File: src/rtl/cdn_pkg.sv
// Shared types, constants and calendar tables for the day-number unit.
`default_nettype none

package cdn_pkg;

  localparam int FIRST_YEAR   = 1582;
  localparam int DEF_MAX_YEAR = 9999;
  localparam int LEAPS_BEFORE = 383;

  localparam int DW  = 5;
  localparam int MW  = 4;
  localparam int YW  = 14;
  localparam int CW  = 22;
  localparam int YIW = 15;
  localparam int QW  = 9;
  localparam int RW  = 9;
  localparam int SW  = 24;
  localparam int NW  = 25;

  localparam int S_TDATA_W = 72;
  localparam int S_TUSER_W = 3;
  localparam int M_TDATA_W = 48;
  localparam int M_TUSER_W = 2;

  localparam logic [12:0] RECIP100    = 13'd5243;
  localparam int          RECIP100_SH = 19;
  localparam logic [23:0] RECIP_YEAR    = 24'd11759221;
  localparam int          RECIP_YEAR_SH = 32;

  typedef enum logic [2:0] {
    ACT_TO_DAYS   = 3'd0,
    ACT_TO_DATE   = 3'd1,
    ACT_ADD_DAYS  = 3'd2,
    ACT_SUB_DAYS  = 3'd3,
    ACT_ADD_DATES = 3'd4,
    ACT_SUB_DATES = 3'd5
  } action_t;

  typedef enum logic [1:0] {
    ST_OK   = 2'd0,
    ST_BAD  = 2'd1,
    ST_OVER = 2'd2
  } status_t;

  typedef enum logic [3:0] {
    S_IDLE, S_LOAD, S_MULY, S_MULYM1, S_JDAY, S_SERA, S_SERB, S_FORMN,
    S_RANGE, S_GMUL, S_GSET, S_CHECK, S_MONTH, S_WRITE
  } state_t;

  typedef enum logic [1:0] {
    PH_A, PH_B, PH_FIND
  } phase_t;

  typedef enum logic [3:0] {
    OP_NONE, OP_LOAD, OP_MULY, OP_MULYM1, OP_JDAY, OP_SERA, OP_SERB, OP_FORMN,
    OP_GMUL, OP_GSET, OP_DEC, OP_INC, OP_REM, OP_MSTEP, OP_WRITE
  } op_t;

  typedef struct packed {
    op_t     op;
    status_t code;
  } cmd_t;

  typedef struct packed {
    logic is_days;
    logic is_pair;
    logic act_bad;
    logic bad_a;
    logic bad_b;
    logic n_low;
    logic n_high;
    logic j_over;
    logic j_under;
    logic m_more;
    logic out_busy;
  } stat_t;

  function automatic logic [DW-1:0] month_len(input logic [MW-1:0] m, input logic leap);
    logic [DW-1:0] len;
    unique case (m)
      4'd1, 4'd3, 4'd5, 4'd7, 4'd8, 4'd10, 4'd12: len = 5'd31;
      4'd4, 4'd6, 4'd9, 4'd11:                    len = 5'd30;
      4'd2:                                       len = leap ? 5'd29 : 5'd28;
      default:                                    len = 5'd0;
    endcase
    return len;
  endfunction

  function automatic logic [RW-1:0] cum_days(input logic [MW-1:0] m);
    logic [RW-1:0] c;
    unique case (m)
      4'd2:    c = 9'd31;
      4'd3:    c = 9'd59;
      4'd4:    c = 9'd90;
      4'd5:    c = 9'd120;
      4'd6:    c = 9'd151;
      4'd7:    c = 9'd181;
      4'd8:    c = 9'd212;
      4'd9:    c = 9'd243;
      4'd10:   c = 9'd273;
      4'd11:   c = 9'd304;
      4'd12:   c = 9'd334;
      default: c = 9'd0;
    endcase
    return c;
  endfunction

endpackage

`default_nettype wire

File: src/rtl/cdn_ctrl.sv
// Sequencer for the day-number unit: steps the datapath through one item.
`default_nettype none

module cdn_ctrl (
  input  logic           clk,
  input  logic           rst,
  input  logic           s_tvalid,
  output logic           s_tready,
  input  cdn_pkg::stat_t stat,
  output cdn_pkg::cmd_t  cmd
);
  import cdn_pkg::*;

  state_t  state, state_next;
  phase_t  phase, phase_next;
  status_t code, code_next;

  always_ff @(posedge clk) begin
    if (rst) begin
      state <= S_IDLE;
      phase <= PH_A;
      code  <= ST_OK;
    end else begin
      state <= state_next;
      phase <= phase_next;
      code  <= code_next;
    end
  end

  always_comb begin
    state_next = state;
    phase_next = phase;
    code_next  = code;
    cmd.op     = OP_NONE;
    cmd.code   = code;
    s_tready   = 1'b0;
    unique case (state)
      S_IDLE: begin
        s_tready = 1'b1;
        if (s_tvalid) begin
          cmd.op     = OP_LOAD;
          state_next = S_LOAD;
        end
      end
      S_LOAD: begin
        if (stat.is_days) begin
          state_next = S_FORMN;
        end else begin
          phase_next = PH_A;
          state_next = S_MULY;
        end
      end
      S_MULY: begin
        cmd.op     = OP_MULY;
        state_next = S_MULYM1;
      end
      S_MULYM1: begin
        cmd.op     = OP_MULYM1;
        state_next = S_JDAY;
      end
      S_JDAY: begin
        cmd.op = OP_JDAY;
        unique case (phase)
          PH_A:    state_next = S_SERA;
          PH_B:    state_next = S_SERB;
          default: state_next = S_CHECK;
        endcase
      end
      S_SERA: begin
        if (stat.act_bad || stat.bad_a) begin
          code_next  = ST_BAD;
          state_next = S_WRITE;
        end else begin
          cmd.op = OP_SERA;
          if (stat.is_pair) begin
            phase_next = PH_B;
            state_next = S_MULY;
          end else begin
            state_next = S_FORMN;
          end
        end
      end
      S_SERB: begin
        if (stat.bad_b) begin
          code_next  = ST_BAD;
          state_next = S_WRITE;
        end else begin
          cmd.op     = OP_SERB;
          state_next = S_RANGE;
        end
      end
      S_FORMN: begin
        cmd.op     = OP_FORMN;
        state_next = S_RANGE;
      end
      S_RANGE: begin
        priority if (stat.n_low) begin
          code_next  = ST_BAD;
          state_next = S_WRITE;
        end else if (stat.n_high) begin
          code_next  = ST_OVER;
          state_next = S_WRITE;
        end else begin
          state_next = S_GMUL;
        end
      end
      S_GMUL: begin
        cmd.op     = OP_GMUL;
        state_next = S_GSET;
      end
      S_GSET: begin
        cmd.op     = OP_GSET;
        phase_next = PH_FIND;
        state_next = S_MULY;
      end
      S_CHECK: begin
        priority if (stat.j_over) begin
          cmd.op     = OP_DEC;
          state_next = S_MULY;
        end else if (stat.j_under) begin
          cmd.op     = OP_INC;
          state_next = S_MULY;
        end else begin
          cmd.op     = OP_REM;
          state_next = S_MONTH;
        end
      end
      S_MONTH: begin
        if (stat.m_more) begin
          cmd.op = OP_MSTEP;
        end else begin
          code_next  = ST_OK;
          state_next = S_WRITE;
        end
      end
      S_WRITE: begin
        if (!stat.out_busy) begin
          cmd.op     = OP_WRITE;
          state_next = S_IDLE;
        end
      end
      default: state_next = S_IDLE;
    endcase
  end

endmodule

`default_nettype wire

File: src/rtl/cdn_dpath.sv
// Datapath of the day-number unit: operand registers, year arithmetic, result register.
`default_nettype none

module cdn_dpath #(
  parameter int MAX_YEAR = cdn_pkg::DEF_MAX_YEAR
) (
  input  logic                    clk,
  input  logic                    rst,
  input  cdn_pkg::cmd_t           cmd,
  output cdn_pkg::stat_t          stat,
  input  logic [2:0]              action,
  input  logic [cdn_pkg::DW-1:0]  day_a,
  input  logic [cdn_pkg::MW-1:0]  month_a,
  input  logic [cdn_pkg::YW-1:0]  year_a,
  input  logic [cdn_pkg::DW-1:0]  day_b,
  input  logic [cdn_pkg::MW-1:0]  month_b,
  input  logic [cdn_pkg::YW-1:0]  year_b,
  input  logic [cdn_pkg::CW-1:0]  day_count,
  input  logic                    out_ready,
  output logic                    out_valid,
  output logic [cdn_pkg::DW-1:0]  res_day,
  output logic [cdn_pkg::MW-1:0]  res_month,
  output logic [cdn_pkg::YW-1:0]  res_year,
  output logic [cdn_pkg::CW-1:0]  res_serial,
  output cdn_pkg::status_t        status
);
  import cdn_pkg::*;

  localparam int MAX_SERIAL = 365 * (MAX_YEAR + 1 - FIRST_YEAR) + MAX_YEAR / 4
                            - MAX_YEAR / 100 + MAX_YEAR / 400 - LEAPS_BEFORE;

  logic [2:0]            act;
  logic [DW-1:0]         da, db;
  logic [MW-1:0]         ma, mb, mm;
  logic [YW-1:0]         ya, yb;
  logic [CW-1:0]         cnt;
  logic [YIW-1:0]        yy, gp;
  logic [QW-1:0]         q_y, q_ym1;
  logic [SW-1:0]         jd;
  logic signed [NW-1:0]  sa, nn;
  logic [RW-1:0]         rem;

  logic [YIW-1:0]        ym1, yoff, mul_in;
  logic [YIW+12:0]       qprod;
  logic [2*SW-1:0]       gprod;
  logic                  leap;
  logic [RW-1:0]         ylen, mlen;
  logic [SW-1:0]         d0, ser_a, ser_b;
  logic signed [NW-1:0]  ser_b_s, cnt_s;

  assign ym1    = yy - YIW'(1);
  assign yoff   = yy - YIW'(FIRST_YEAR);
  assign mul_in = (cmd.op == OP_MULYM1) ? ym1 : yy;
  assign qprod  = mul_in * RECIP100;
  assign leap   = (yy[1:0] == 2'b00) && ((q_y != q_ym1) ? (q_y[1:0] == 2'b00) : 1'b1);
  assign ylen   = RW'(365) + RW'(leap);
  assign mlen   = RW'(month_len(mm, leap));
  assign d0     = nn[SW-1:0] - SW'(1);
  assign gprod  = (2*SW)'(d0) * (2*SW)'(RECIP_YEAR);

  assign ser_a   = jd + SW'(cum_days(ma)) + SW'(leap && (ma > 4'd2)) + SW'(da);
  assign ser_b   = jd + SW'(cum_days(mb)) + SW'(leap && (mb > 4'd2)) + SW'(db);
  assign ser_b_s = $signed({1'b0, ser_b});
  assign cnt_s   = $signed(NW'(cnt));

  assign stat.is_days  = (act == ACT_TO_DATE);
  assign stat.is_pair  = (act == ACT_ADD_DATES) || (act == ACT_SUB_DATES);
  assign stat.act_bad  = (act > ACT_SUB_DATES);
  assign stat.bad_a    = (ya < YW'(FIRST_YEAR)) || (ya > YW'(MAX_YEAR)) || (da == '0)
                         || (da > month_len(ma, leap));
  assign stat.bad_b    = (yb < YW'(FIRST_YEAR)) || (yb > YW'(MAX_YEAR)) || (db == '0)
                         || (db > month_len(mb, leap));
  assign stat.n_low    = nn[NW-1] || (nn == '0);
  assign stat.n_high   = nn > $signed(NW'(MAX_SERIAL));
  assign stat.j_over   = jd > d0;
  assign stat.j_under  = ({1'b0, jd} + (SW+1)'(ylen)) <= {1'b0, d0};
  assign stat.m_more   = rem >= mlen;
  assign stat.out_busy = out_valid && !out_ready;

  always_ff @(posedge clk) begin
    unique case (cmd.op)
      OP_LOAD: begin
        act <= action;
        da  <= day_a;
        ma  <= month_a;
        ya  <= year_a;
        db  <= day_b;
        mb  <= month_b;
        yb  <= year_b;
        cnt <= day_count;
        yy  <= YIW'(year_a);
      end
      OP_MULY:   q_y   <= qprod[RECIP100_SH +: QW];
      OP_MULYM1: q_ym1 <= qprod[RECIP100_SH +: QW];
      OP_JDAY: begin
        jd <= SW'(yoff) * SW'(365) + SW'(ym1 >> 2) - SW'(q_ym1) + SW'(q_ym1 >> 2)
              - SW'(LEAPS_BEFORE);
      end
      OP_SERA: begin
        sa <= $signed({1'b0, ser_a});
        yy <= YIW'(yb);
      end
      OP_SERB: nn <= (act == ACT_ADD_DATES) ? sa + ser_b_s : sa - ser_b_s;
      OP_FORMN: begin
        unique case (act)
          ACT_TO_DATE:  nn <= cnt_s;
          ACT_ADD_DAYS: nn <= sa + cnt_s;
          ACT_SUB_DAYS: nn <= sa - cnt_s;
          default:      nn <= sa;
        endcase
      end
      OP_GMUL: gp <= gprod[RECIP_YEAR_SH +: YIW];
      OP_GSET: yy <= YIW'(FIRST_YEAR) + gp;
      OP_DEC:  yy <= yy - YIW'(1);
      OP_INC:  yy <= yy + YIW'(1);
      OP_REM: begin
        rem <= RW'(d0 - jd);
        mm  <= MW'(1);
      end
      OP_MSTEP: begin
        rem <= rem - mlen;
        mm  <= mm + MW'(1);
      end
      default: ;
    endcase
  end

  always_ff @(posedge clk) begin
    if (rst) begin
      out_valid <= 1'b0;
    end else if (cmd.op == OP_WRITE) begin
      out_valid <= 1'b1;
    end else if (out_ready) begin
      out_valid <= 1'b0;
    end
  end

  always_ff @(posedge clk) begin
    if (cmd.op == OP_WRITE) begin
      status <= cmd.code;
      if (cmd.code == ST_OK) begin
        res_day    <= DW'(rem + RW'(1));
        res_month  <= mm;
        res_year   <= yy[YW-1:0];
        res_serial <= nn[CW-1:0];
      end else begin
        res_day    <= '0;
        res_month  <= '0;
        res_year   <= '0;
        res_serial <= '0;
      end
    end
  end

  a_no_overwrite: assert property (@(posedge clk) disable iff (rst)
    (cmd.op == OP_WRITE) |-> !(out_valid && !out_ready))
    else $error("result register overwritten while held");

  a_ok_date: assert property (@(posedge clk) disable iff (rst)
    (out_valid && status == ST_OK) |-> (res_day != '0 && res_month != '0 && res_month <= 4'd12))
    else $error("ok result without a proper date");

  a_err_zero: assert property (@(posedge clk) disable iff (rst)
    (out_valid && status != ST_OK)
      |-> (res_day == '0 && res_month == '0 && res_year == '0 && res_serial == '0))
    else $error("error result carries data");

  a_month_bound: assert property (@(posedge clk) disable iff (rst)
    (cmd.op == OP_MSTEP) |-> (mm < 4'd12))
    else $error("month step past December");

endmodule

`default_nettype wire

File: src/rtl/calendar_day_number_arithmetic.sv
// Top level of the Gregorian day-number unit: stream ports, sequencer and datapath.
`default_nettype none

// Converts Gregorian dates (1 January 1582 is day 1) to day numbers and back, adds or
// subtracts day counts, or adds or subtracts two dates' day numbers. One result item per
// input item. An item holds the unit from its accept cycle until its result is written,
// and the write waits while the previous result still waits at the output. Each date
// costs a pass through the shared leap-count multiplier. The year of the result comes
// from a reciprocal estimate that is at most one year off, checked by one or two such
// passes. The month is found by stepping one month per cycle. A bad date or an
// out-of-range day number ends the item early. Status 1 flags a bad date, unused
// action or day number below one; status 2 flags a result past 31 December MAX_YEAR;
// error results carry zeros.
// The next item is taken while a finished result waits in the output register.
module calendar_day_number_arithmetic #(
  parameter int MAX_YEAR = cdn_pkg::DEF_MAX_YEAR
) (
  input  logic                            clk,
  input  logic                            rst,
  input  logic                            s_tvalid,
  output logic                            s_tready,
  // day_a, month_a, year_a, day_b, month_b, year_b, day_count
  input  logic [cdn_pkg::S_TDATA_W-1:0]   s_tdata,
  // action
  input  logic [cdn_pkg::S_TUSER_W-1:0]   s_tuser,
  output logic                            m_tvalid,
  input  logic                            m_tready,
  // res_day, res_month, res_year, res_serial
  output logic [cdn_pkg::M_TDATA_W-1:0]   m_tdata,
  // status
  output logic [cdn_pkg::M_TUSER_W-1:0]   m_tuser
);
  import cdn_pkg::*;

  cmd_t          cmd;
  stat_t         stat;
  logic [DW-1:0] res_day;
  logic [MW-1:0] res_month;
  logic [YW-1:0] res_year;
  logic [CW-1:0] res_serial;
  status_t       status;

  cdn_ctrl u_ctrl (
    .clk      (clk),
    .rst      (rst),
    .s_tvalid (s_tvalid),
    .s_tready (s_tready),
    .stat     (stat),
    .cmd      (cmd)
  );

  cdn_dpath #(
    .MAX_YEAR (MAX_YEAR)
  ) u_dpath (
    .clk        (clk),
    .rst        (rst),
    .cmd        (cmd),
    .stat       (stat),
    .action     (s_tuser),
    .day_a      (s_tdata[4:0]),
    .month_a    (s_tdata[8:5]),
    .year_a     (s_tdata[22:9]),
    .day_b      (s_tdata[27:23]),
    .month_b    (s_tdata[31:28]),
    .year_b     (s_tdata[45:32]),
    .day_count  (s_tdata[67:46]),
    .out_ready  (m_tready),
    .out_valid  (m_tvalid),
    .res_day    (res_day),
    .res_month  (res_month),
    .res_year   (res_year),
    .res_serial (res_serial),
    .status     (status)
  );

  assign m_tdata = {3'b000, res_serial, res_year, res_month, res_day};
  assign m_tuser = status;

endmodule

`default_nettype wire
File: config.mk
export PLATFORM = sky130hd
export DESIGN_NAME = calendar_day_number_arithmetic
export DESIGN_NICKNAME = d
export VERILOG_FILES = /design/src/rtl/cdn_pkg.sv /design/src/rtl/cdn_ctrl.sv /design/src/rtl/cdn_dpath.sv /design/src/rtl/calendar_day_number_arithmetic.sv
export SDC_FILE = /design/constraint.sdc
export NUM_CORES = 2
export LEC_CHECK = 0
export BUFFER_PORTS_ARGS = -buffer_cell sky130_fd_sc_hd__buf_2
export CORE_MARGIN = 2
export CORE_UTILIZATION = 65
export CTS_CLUSTER_SIZE = 12
export DETAILED_ROUTE_END_ITERATION = 8
export PLACE_DENSITY = 0.83
export REMOVE_ABC_BUFFERS = 1
export SLEW_MARGIN = 30
export SYNTH_ARGS = -nofsm -noshare
export SYNTH_HDL_FRONTEND = slang
export SYNTH_HIERARCHICAL = 1
export SYNTH_SLANG_ARGS = --single-unit
File: constraint.sdc
create_clock -name clk -period 35.2 [get_ports clk]
set_input_delay 5.28 -clock clk [delete_from_list [all_inputs] [get_ports clk]]
set_output_delay 5.28 -clock clk [all_outputs]
set_load 0.05 [all_outputs]
==> flow_summary.ini <==
[place]
portBuffers = 123
routabilityCongestion = 0.9725
dp_hpwl_um = 82320
placed_cells = 4790

[worst_setup_path]
crit_fanout = 19
end_kind = flip-flop
critical_path.max_stage_delay_ns = 0.74
crit_family = compound AO/OA/AOI/OAI gates
worst-path-buf-inv = 6
path_class = reg2reg
cpMaxStageDelayCell = o21ai_2
worstSetupStartpointType = flip-flop
worst_path_most_repeated_cell = inv_1
cp.arrival_ns = 14.63
crit_required_ns = 35.49

[timing]
worst_pin_slew_ns = 1.059
finalSetupViolations = 0
relSlewSlack = 0.2918
hold_viol_final = 0
hold-worst-slack_ns = 0.5416
finalCriticalPeriod_ns = 14.34
fin_crit_sh = 0.4073
fin_setup_tns_ns = 0
skew_ns = 0.04087
max_freq_mhz = 69.74
final_max_slew_viol_count = 0
rsz0062_at_grt = no

[cells_and_area]
num-fill-cells = 4344
final_common_cell = inv_1
synthToLayoutAreaGrowth_pct = 7.102
seqCellArea_um2 = 8080
multi_input_area_um2 = 27310
antenna_cells = 0
drive_above_1_share = 0.06722
fin_cells = 4849
nets = 5158
mostFrequentLayoutCells = 780 x inv_1, 598 x ha_1, 428 x fa_1

[die]
die_y_um = 247.5
start_util = 0.6553
die_w_um = 247.5
io_pins = 131
core_area_um2 = 58800
rows = 89
die-area_um2 = 61240

[synth]
netlist.area_leader.share = 0.2224
syn_area_per_cell_um2 = 9.787
yosysTopAreaCell = fa_1
ys_ff_latch = 278
synth_area_leaders = fa_1 22%, edfxtp_1 20%, ha_1 19%
synthArstFlopShare = 0
synth_edf_count = 251
netlist_instances = 3937
synth-seq-area-share = 0.2097
yosys_warnings = 6
synthFlopType = edfxtp_1
synth_cell_type_count = 95
synth_area_um2 = 38530

[cts]
cts_resized = 0
numClockSinks = 278
clock_latency_ns = 0.56
cts_buffer_depth = 3
h-tree-depth = 2
cts_tree = done
numCtsBuffers = 34
hold_buffers = 0
root_buffer = clkbuf_16
clkTransAtPathRegs_ns = 0.06
postCtsSetupBuffers = 0

[routing]
drtIter0Drc = 2274
drt-vias-per-instance = 5.964
detail_route.first_pass.iterations = 6
vias = 28920
ant_nets = 0
wl_um = 99610
drc = 0
post_drt_wl_per_cell_um = 20.54

[global_routing]
antenna_found_initial = 1
grt_max_degree = 53
grt_pass1_vias = 29410
grt_first_pass_wirelength_um = 157800
grt_util_all_layers = 0.3337
grt_overflow = 0

[flow_run]
drv_cap = 0

[run_status]
status = complete, no violations

[worst_hold_path]
min_path_type = reg2reg
-- registers in the layout, indices dropped and copies added (netlist names), 9 cells and up, named ones only --
name                flops
u_dpath/nn             25
u_dpath/jd             24
u_dpath/sa             24
u_dpath/cnt            22
u_dpath/res_serial     22
u_dpath/gp             15
u_dpath/yy             15
u_dpath/res_year       14
u_dpath/yb             14
u_dpath/ya             13
u_dpath/q_y             9
u_dpath/q_ym1           9
u_dpath/rem             9
-- layout make-up --
type	count	area share
multi-input combinational	2799	0.6619
clock buffer	44	0.02307
tap	773	0.02344
sequential	278	0.1958
inverter	781	0.07104
clock inverter	15	0.003244
timing repair buffer	159	0.02147
-- cells in the mapped netlist, types with 10 or more instances --
cell	n
o211ai_1	16
xnor2_1	171
a21boi_0	11
and2_1	46
dfxtp_1	27
or2_2	15
nor3_1	73
nand3_1	62
a221oi_1	15
o22ai_1	11
inv_1	780
a21o_1	62
nor2b_1	37
clkbuf_1	64
edfxtp_1	251
a21oi_1	160
a31oi_1	18
o21a_1	33
nand2_1	168
o31ai_1	14
or3_1	21
nor2_1	235
and3_1	18
fa_1	428
o21ai_0	121
mux2i_1	15
o21bai_1	18
nand3b_1	10
xor2_1	115
nor3b_1	19
a211oi_1	22
o21ai_1	12
nand2b_1	43
buf_2	11
nor4_1	18
a222oi_1	12
nand4_1	36
ha_1	598
-- metrics by stage --
step,area (um2),util,setup WS [ns]
3_5_place_dp,40140,0.6827,21.16
6_report,41270,0.7018,20.86
5_1_grt,41270,0.7018,20.09
4_1_cts,41230,0.7012,21.05
2_1_floorplan,38200,-,20.67
3_3_place_gp,40110,0.6822,21.03
-- routing by layer --
layer  GRT usage  vias to the layer above  part of all wire
met5           0                        -          0.000080
met2      0.5362                     1244              0.46
met1      0.4374                    13900              0.40
met4      0.1567                        2             0.055
li1            -                    13440                 -
met3     0.06510                      335             0.085
-- path summary, 6_finish.rpt --
check / from / endpoint / slack (ns) / depth (start not counted)
worst min register to register: u_ctrl/phase[0]$_SDFFE_PP0P_ / u_ctrl/phase[0]$_SDFFE_PP0P_ / 0.54 / 2
worst max register to register: u_dpath/q_ym1[7]$_DFFE_PN_ / u_dpath/q_y[8]$_DFFE_PN_ / 20.86 / 52
worst min-delay path: u_ctrl/phase[0]$_SDFFE_PP0P_ / u_ctrl/phase[0]$_SDFFE_PP0P_ / 0.54 / 2
worst max-delay path: u_dpath/q_ym1[7]$_DFFE_PN_ / u_dpath/q_y[8]$_DFFE_PN_ / 20.86 / 52
-- worst register-to-register path: cells and delay by family (launching register included) --
kind | cells | cell delay (ns)
adders and majority gates | 8 | 3.17
AOI/OAI and AO/OA | 21 | 5.78
xor gates and xnor gates | 4 | 1.12
and+or+nand+nor | 13 | 1.98
DFF | 1 | 0.54
buffers and inverters | 6 | 1.51
-- logic make-up after synthesis --
group	Yosys count	share of synthesized area
other	1	0.00009733
adders and majority gates	1026	0.4166
muxes	19	0.005066
buffers and inverters	862	0.08472
xor gates and xnor gates	288	0.06644
DFF	278	0.2097
AOI/OAI and AO/OA	618	0.1063
and+or+nand+nor	845	0.1112
Power is not shown: default switching activity piles up to over one toggle a cycle in this logic, so the estimate is an artifact.
